==> src/rtl/core/mbf_pkg.sv <==
// Shared types and constants for the 2x2 box-filter mipmap chain.
`timescale 1ns / 1ps

package mbf_pkg;

	localparam int CH_W      = 8;
	localparam int NUM_CH    = 4;
	localparam int SUM_W     = CH_W + 1;
	localparam int COORD_W   = 9;
	localparam int LEVEL_W   = 4;
	localparam int RES_DEPTH = 4;
	localparam int RES_PTR_W = $clog2(RES_DEPTH);

	localparam logic [LEVEL_W-1:0] NUM_LEVELS_RST = LEVEL_W'(10);

	typedef logic [NUM_CH-1:0][CH_W-1:0]  pix_t;
	typedef logic [NUM_CH-1:0][SUM_W-1:0] sum_t;

	// pixel handed from one level cell to the next smaller level
	typedef struct packed {
		logic valid;
		pix_t pix;
	} down_t;

	// status a cell reports back up the chain
	typedef struct packed {
		logic stall;
		logic emit;
	} up_t;

	// one queued result of a cell
	typedef struct packed {
		logic                last;
		logic [COORD_W-1:0]  x_pos;
		logic [COORD_W-1:0]  y_pos;
		pix_t                pix;
	} res_t;

endpackage

==> src/rtl/core/mbf_cell.sv <==
// One level cell: counters, pending pixel, pair-sum row memory, averager and result queue.
`timescale 1ns / 1ps

module mbf_cell import mbf_pkg::*; #(
	parameter int SLOT = 0
) (
	input  logic  clk,
	input  logic  arst_n,
	input  logic  clr,
	input  down_t in_i,
	output up_t   up_o,
	output down_t down_o,
	input  up_t   next_up_i,
	input  logic  pop,
	output logic  head_valid,
	output res_t  head
);

	localparam int CW    = SLOT + 1;
	localparam int AW    = (SLOT > 0) ? SLOT : 1;
	localparam int DEPTH = 1 << SLOT;
	localparam logic [SUM_W:0] ROUND = (SUM_W+1)'(2);

	logic [CW-1:0]      x_q, y_q;
	pix_t               pend_q;
	sum_t               row_mem [DEPTH];
	sum_t               above_q;
	sum_t               pair;
	sum_t               pair_s1;
	logic [COORD_W-1:0] xh_s1, yh_s1;
	logic               valid_s1;
	logic [AW-1:0]      addr;
	logic               accept, emit, leave, fifo_full;
	logic [SUM_W:0]     tot [NUM_CH];
	pix_t               avg;

	res_t                fifo_q [RES_DEPTH];
	logic [RES_PTR_W-1:0] wr_ptr_q, rd_ptr_q;
	logic [RES_PTR_W:0]   cnt_q;

	assign emit      = x_q[0] & y_q[0];
	assign fifo_full = (cnt_q == (RES_PTR_W+1)'(RES_DEPTH));
	assign leave     = valid_s1 && !next_up_i.stall && !fifo_full;
	assign up_o.stall = valid_s1 && !leave;
	assign up_o.emit  = emit;
	assign accept    = in_i.valid && !up_o.stall;
	assign addr      = AW'(x_q >> 1);

	always_comb begin
		for (int c = 0; c < NUM_CH; c++) begin
			pair[c] = SUM_W'(pend_q[c]) + SUM_W'(in_i.pix[c]);
			tot[c]  = (SUM_W+1)'(above_q[c]) + (SUM_W+1)'(pair_s1[c]) + ROUND;
			avg[c]  = tot[c][SUM_W:2];
		end
	end

	always_ff @(posedge clk or negedge arst_n) begin
		if (!arst_n) begin
			x_q <= '0;
			y_q <= '0;
		end else if (clr) begin
			x_q <= '0;
			y_q <= '0;
		end else if (accept) begin
			x_q <= x_q + CW'(1);
			if (x_q == '1) begin
				y_q <= y_q + CW'(1);
			end
		end
	end

	// even column: hold the left pixel
	always_ff @(posedge clk) begin
		if (accept && !x_q[0]) begin
			pend_q <= in_i.pix;
		end
	end

	// odd column, even row: park the horizontal pair sum for the row below
	always_ff @(posedge clk) begin
		if (accept && x_q[0] && !y_q[0]) begin
			row_mem[addr] <= pair;
		end
	end

	always_ff @(posedge clk) begin
		if (accept && emit) begin
			above_q <= row_mem[addr];
		end
	end

	always_ff @(posedge clk) begin
		if (accept && emit) begin
			pair_s1 <= pair;
			xh_s1   <= COORD_W'(x_q >> 1);
			yh_s1   <= COORD_W'(y_q >> 1);
		end
	end

	always_ff @(posedge clk or negedge arst_n) begin
		if (!arst_n) begin
			valid_s1 <= 1'b0;
		end else if (accept && emit) begin
			valid_s1 <= 1'b1;
		end else if (leave) begin
			valid_s1 <= 1'b0;
		end
	end

	assign down_o.valid = valid_s1 && !fifo_full;
	assign down_o.pix   = avg;

	// result queue; the cell below tells whether the cascade goes on
	always_ff @(posedge clk) begin
		if (leave) begin
			fifo_q[wr_ptr_q] <= '{last: !next_up_i.emit, x_pos: xh_s1, y_pos: yh_s1, pix: avg};
		end
	end

	always_ff @(posedge clk or negedge arst_n) begin
		if (!arst_n) begin
			wr_ptr_q <= '0;
			rd_ptr_q <= '0;
			cnt_q    <= '0;
		end else begin
			if (leave) begin
				wr_ptr_q <= wr_ptr_q + RES_PTR_W'(1);
			end
			if (pop) begin
				rd_ptr_q <= rd_ptr_q + RES_PTR_W'(1);
			end
			unique case ({leave, pop})
				2'b10:   cnt_q <= cnt_q + (RES_PTR_W+1)'(1);
				2'b01:   cnt_q <= cnt_q - (RES_PTR_W+1)'(1);
				default: cnt_q <= cnt_q;
			endcase
		end
	end

	assign head_valid = (cnt_q != '0);
	assign head       = fifo_q[rd_ptr_q];

endmodule

==> config.mk <==
export PLATFORM = sky130hd
export DESIGN_NAME = mbf_cell
export DESIGN_NICKNAME = d
export VERILOG_FILES = /design/src/rtl/core/mbf_pkg.sv /design/src/rtl/core/mbf_cell.sv
export SDC_FILE = /design/constraint.sdc
export NUM_CORES = 1
export LEC_CHECK = 0
export BUFFER_PORTS_ARGS = -buffer_cell sky130_fd_sc_hd__buf_4
export CAP_MARGIN = 20
export CORE_MARGIN = 1
export CORE_UTILIZATION = 59
export DETAILED_ROUTE_END_ITERATION = 10
export PLACE_DENSITY = 0.8
export SETUP_SLACK_MARGIN = 0.3
export SYNTH_ARGS = -nofsm -noshare
export SYNTH_HDL_FRONTEND = slang
export SYNTH_SLANG_ARGS = --single-unit
==> constraint.sdc <==
create_clock -name clk -period 3.64 [get_ports clk]
set_input_delay 0.364 -clock clk [delete_from_list [all_inputs] [get_ports clk]]
set_output_delay 0.364 -clock clk [all_outputs]
set_load 0.01 [all_outputs]
==> Word-level counts from Yosys, hierarchy flattened <==
Memory sizes are Yosys's and may differ from the RTL's. A register that Yosys moved wholly into a read port is not among the register bits.
Cells that the tools add are included.
{ "word_totals": {"word_cells": 72, "mem_bits_rw": 168, "ff_bits": 78, "n_memories": 2, "output_inout_bits": 87, "inputBits": 39} }
{ "mem_list": {"columns": ["memory", "depth", "word_bits", "rd", "rd_ports_with_merged_regs", "write_ports", "line", "rtl"], "rows": [
  ["fifo_q", 4, 33, 1, 0, 1, "mbf_cell.sv:37", "res_t fifo_q [RES_DEPTH];"],
  ["row_mem", 1, 36, 1, 1, 1, "mbf_cell.sv:26", "sum_t row_mem [DEPTH];"]
]} }
{ "op_classes": {"add_sub_neg": 18, "mux": 12, "n_reduce_logical": 22, "n_eq_ne": 3, "bitwise": 1} }
{ "ops": {"columns": ["op", "count"], "rows": [
  ["adder 10 x 2 -> 10 bit, second input constant", 4],
  ["adder 9 x 9 -> 10 bit", 4],
  ["adder 8 x 8 -> 9 bit", 4],
  ["two-way mux 1 bit", 11],
  ["logical AND 1 bit", 9],
  ["nonzero test 2 bit", 4],
  ["zero test 1 bit", 7],
  ["case mux 3 bit (2 select lines)", 1],
  ["adder 2 x 1 -> 2 bit, second input constant", 2],
  ["adder 3 x 1 -> 3 bit, second input constant", 1],
  ["equality test 3 bit, second input constant", 1],
  ["nonzero test 3 bit", 1],
  ["subtractor 3 x 1 -> 3 bit, second input constant", 1],
  ["adder 1 bit, second input constant", 2],
  ["equality test 2 x 1 -> 1 bit, second input constant", 1],
  ["equality test 2 bit, second input constant", 1],
  ["AND reduction 2 bit", 1],
  ["AND 1 bit", 1]
]} }

==> Depth between registers and ports, before layout <==
{ "logic_depth": {"ltp_word": 11, "ltp_mapped": 9, "ltp_nobuf": 9} }

==> Least setup slack after synthesis <==
OpenSTA, ideal clock, no wires.
{ "synth_path": {"kind": "register to register", "start": "reg cnt_q[2]", "end": "reg above_q[0] (netlist name), read port of row_mem (enable)", "path_stages_with_launch": 4, "n_path_buf": 0, "setup_ps": 439, "t_required_ps": 3201, "synth_period_minus_slack_ps": 2953, "arrival_ps": 2515, "slack_ps": 687, "cell_sequence": "dfrtp_1 -> nor3b_2 -> o21ai_1 -> and3_1"} }
{ "synth_between": {"elab_chain_len": 8} }
{ "synth_lines": {"columns": ["element", "line", "rtl"], "rows": [
  ["start, declared", "mbf_cell.sv:39", "logic [RES_PTR_W:0] cnt_q;"],
  ["start signal, assigned", "mbf_cell.sv:133", "2'b10: cnt_q <= cnt_q + (RES_PTR_W+1)'(1);"],
  ["start signal, assigned", "mbf_cell.sv:134", "2'b01: cnt_q <= cnt_q - (RES_PTR_W+1)'(1);"],
  ["start signal, assigned", "mbf_cell.sv:135", "default: cnt_q <= cnt_q;"],
  ["equality test 3 bit", "mbf_cell.sv:42", "assign fifo_full = (cnt_q == (RES_PTR_W+1)'(RES_DEPTH));"],
  ["zero test 1 bit", "mbf_cell.sv:43", "assign leave = valid_s1 && !next_up_i.stall && !fifo_full;"],
  ["logical AND 1 bit", "mbf_cell.sv:43", null],
  ["zero test 1 bit", "mbf_cell.sv:44", "assign up_o.stall = valid_s1 && !leave;"],
  ["logical AND 1 bit", "mbf_cell.sv:44", null],
  ["zero test 1 bit", "mbf_cell.sv:46", "assign accept = in_i.valid && !up_o.stall;"],
  ["logical AND 1 bit", "mbf_cell.sv:46", null],
  ["logical AND 1 bit", "mbf_cell.sv:87", "if (accept && emit) begin"],
  ["end, declared", "mbf_cell.sv:27", "sum_t above_q;"]
]} }
Every way passes these cells.
A chain may end at the register's enable or synchronous reset.

==> metrics <==
CTS H-tree depth 1; HPWL after detailed placement between 10000 and 15000 um; site row count 52; routed vias/inst 5.49; final worst slack 0.366 ns; CTS Buf Count 29; Final ANT Viol Nets 0; max_cap viols 0; Required @ worst endpoint about 3.3 ns; diode count 0; Post-synth EDFFs 272; synth unique cells between 40 and 50; final max-slew violation count 0; clock sink count 282; grt ovf 0; Vert. Die Dim 148 um; maximum clock frequency about 0.31 GHz; area post-placement 0.0136 mm^2; CP bufs+invs 2; Mapped Area ~0.013 mm^2; die area approximately 0.022 mm^2; ys flop type edfxtp_1; Final min period 3.27 ns; share of cells above drive strength 1 0.240; Post-Place Worst Slack ~0.85 ns; Seq/Total Area, Yosys 0.671; Detailed Routing Iterations Pass 1 4; Hold WS between 0.015 and 0.02 ns; DRC 0; asr flop ratio synth 0.0355; CP endpoint kind output port; yosys warns 0; Final Instance Area around 0.015 mm^2; pin count of the biggest net entering global routing 38; Syn-to-layout area delta 17.9%; DR WL/cell 18.3 um; slew margin rel. 0.300; Post-Syn Instances between 700 and 800; TNS Setup 0 ns; worst slew pin tran about 1.0 ns; area leader, netlist edfxtp_1; Worst-path clk slew 0.06 ns; CTS max path bufs 3; die width between 100 and 150 um; mean area per synthesized cell 16.9 um^2; Critical Path Most Common Cell o211ai_1; Hold Vio Cnt, Final 0; WP data arrival just under 3 ns; core footprint about 0.021 mm^2; GRT Util Overall 0.204; Iter 0 DRT Violations between 300 and 400; fin crit share 0.899; Final Setup Violations 0; hold crit path type primary input to register; slowest CP cell fa_1; Initial Utilization 0.610; root buffer cell clkbuf_16; P per Cell Area around 570 mW/mm^2; share of Yosys cell area claimed by the top area cell type 0.651; Critical Path, Cell by Cell ha_1, inv_1, fa_1, nor2b_2, o211ai_1, a21boi_2, mux2i_1, o211ai_1, buf_4; Pwr Total between 8 and 9 mW; Max IR drop VDD 0.000414 V; RSZ-0062 raised after global routing yes; Nets approximately 1000; leakage power 5.62 nW; vias in the first global route 7042; largest cells by area after synthesis edfxtp_1, ha_1, mux4_2, xnor2_1, dfrtp_1; final wirelength between 20000 and 25000 um; crit-path max FO 4; status complete, no violations; register bit total from synthesis 282; worst-skew pair later-pin latency ~0.54 ns; CP delay by family, top adder cells; io pins between 100 and 150; first-pass GRT wire length about 34000 um; routability-driven placement congestion ratio ~0.8; routed vias 6500; clock tree from TritonCTS built; initial antenna violation count 0; CP max stage delay around 0.48 ns; worst clock skew 0.00880 ns; Startpoint Class register; IO Port Bufs 107; Setup Crit Path Kind register to output port
placed cells by master (no fill, tap or decap), types with 6 or more instances in the layout:
cell type	netlist	final
nand2b_1	8	8
o21ai_0	15	15
nor2_1	39	37
edfxtp_1	272	272
dfrtp_1	10	9
o21ai_1	7	7
clkinvlp_4	0	7
mux4_2	33	33
ha_1	97	97
clkinv_2	0	7
a21o_1	13	13
nor2b_1	9	8
conb_1	1	18
a21oi_1	35	35
nand2_1	14	14
dlygate4sd3_1	0	13
xor2_1	21	21
o211ai_1	6	6
buf_4	22	116
fa_1	9	9
inv_1	33	33
xnor2_1	37	34
clkbuf_16	0	29
cell type report:
class                           instances  area, um^2
Clock buffer                           35         798
Sequential cell                       282        8420
Inverter                               33         124
Fill cell                            1323        5780
Multi-Input combinational cell        415        3920
Tap cell                              270         338
Timing Repair Buffer                  130        1020
Clock inverter                         18         160
through the flow:
| stage | std cells | util |
|---|---|---|
| finish | 1183 | 0.719 |
| global route | 1183 | 0.719 |
| CTS | 1176 | 0.715 |
| detailed placement | 1112 | 0.663 |
| global placement | 1112 | 0.663 |
| floorplan | 757 | - |
worst reg2reg max path, stage by stage, from the launching register on:
cell and delay (ns):
edfxtp_1 0.38, ha_1 0.33, inv_1 0.08, fa_1 0.48
nor2b_2 0.17, o211ai_1 0.13, a21boi_2 0.20, mux2i_1 0.23
o211ai_1 0.18, buf_4 0.18
layer usage:
metal | GRT usage | part of all wire
met1 | 0.232 | 0.39
met2 | 0.385 | 0.54
met3 | 0.0404 | 0.049
met4 | 0.0582 | 0.020
met5 | 0 | 0
cell families after synthesis:
group           after synthesis  share of synthesized area
buf+inv                      60                     0.0249
other cells                   1                   0.000299
xor+xnor                     58                     0.0405
simple gates                105                     0.0445
mux                          35                     0.0609
compound gates               93                     0.0463
flops                       282                      0.671
fa+ha+maj                   106                      0.111
power by group:
part	switching [mW]	internal (mW)	leakage, nW
Sequential	0.182	3.75	2.59
Combinational	0.717	0.837	2.57
Clock	1.19	1.70	0.457
sequential cells by signal, summed over array words and instances, names as in the netlist, 2 cells and up:
register / count
row_mem: 36
pair_s1: 36
cnt_q: 3
rd_ptr_q: 2
wr_ptr_q: 2
above_q: 36
fifo_q: 132
pend_q: 32
path summary, 6_finish.rpt:
| kind | from | end | cells past startpoint | slack, ns |
|---|---|---|---|---|
| worst max-delay path | above_q[11]$_DFFE_PP_ | down_o[15] | 9 | 0.37 |
| worst min-delay path | in_i[13] | pend_q[13]$_DFFE_PP_ | 1 | 0.02 |
| worst max register to register | above_q[11]$_DFFE_PP_ | fifo_q[1][15]$_DFFE_PP_ | 9 | 1.04 |
| worst min register to register | row_mem[0][21]$_DFFE_PP_ | above_q[21]$_DFFE_PP_ | 0 | 0.41 |
| max in group asynchronous | arst_n | rd_ptr_q[0]$_DFFE_PN0P_ | 2 | 3.24 |
| min in group asynchronous | arst_n | x_q$_DFFE_PN0P_ | 2 | 0.22 |
what timing repair did:
action                                 4_1_cts  5_1_grt
pin swaps                                    1        2
endpoints found under the hold margin       21        2
resized for setup                            1        4
setup endpoints to repair                    2        4
setup buffers                                0        5
hold buffers                                11        2
cell usage after synthesis (2+ instances only):
cell type / count
xor2_1: 21
buf_2: 4
o21ai_1: 7
nor4_1: 4
o211ai_1: 6
a21oi_1: 35
edfxtp_1: 272
nor2b_1: 9
o21a_1: 5
xnor2_1: 37
nand4b_1: 4
and3_1: 3
and2_1: 6
nand3b_1: 5
mux2i_1: 2
o21ai_0: 15
buf_4: 22
a22o_1: 2
o21bai_1: 3
nand2_1: 14
and3b_1: 2
nor3b_2: 2
fa_1: 9
a21o_1: 13
mux4_2: 33
dfrtp_1: 10
o41ai_2: 2
nor3_1: 4
nand2b_1: 8
nor2_1: 39
inv_1: 33
a211o_1: 2
nor4b_1: 2
ha_1: 97
Note: power is estimated with default switching activity, not from simulation.
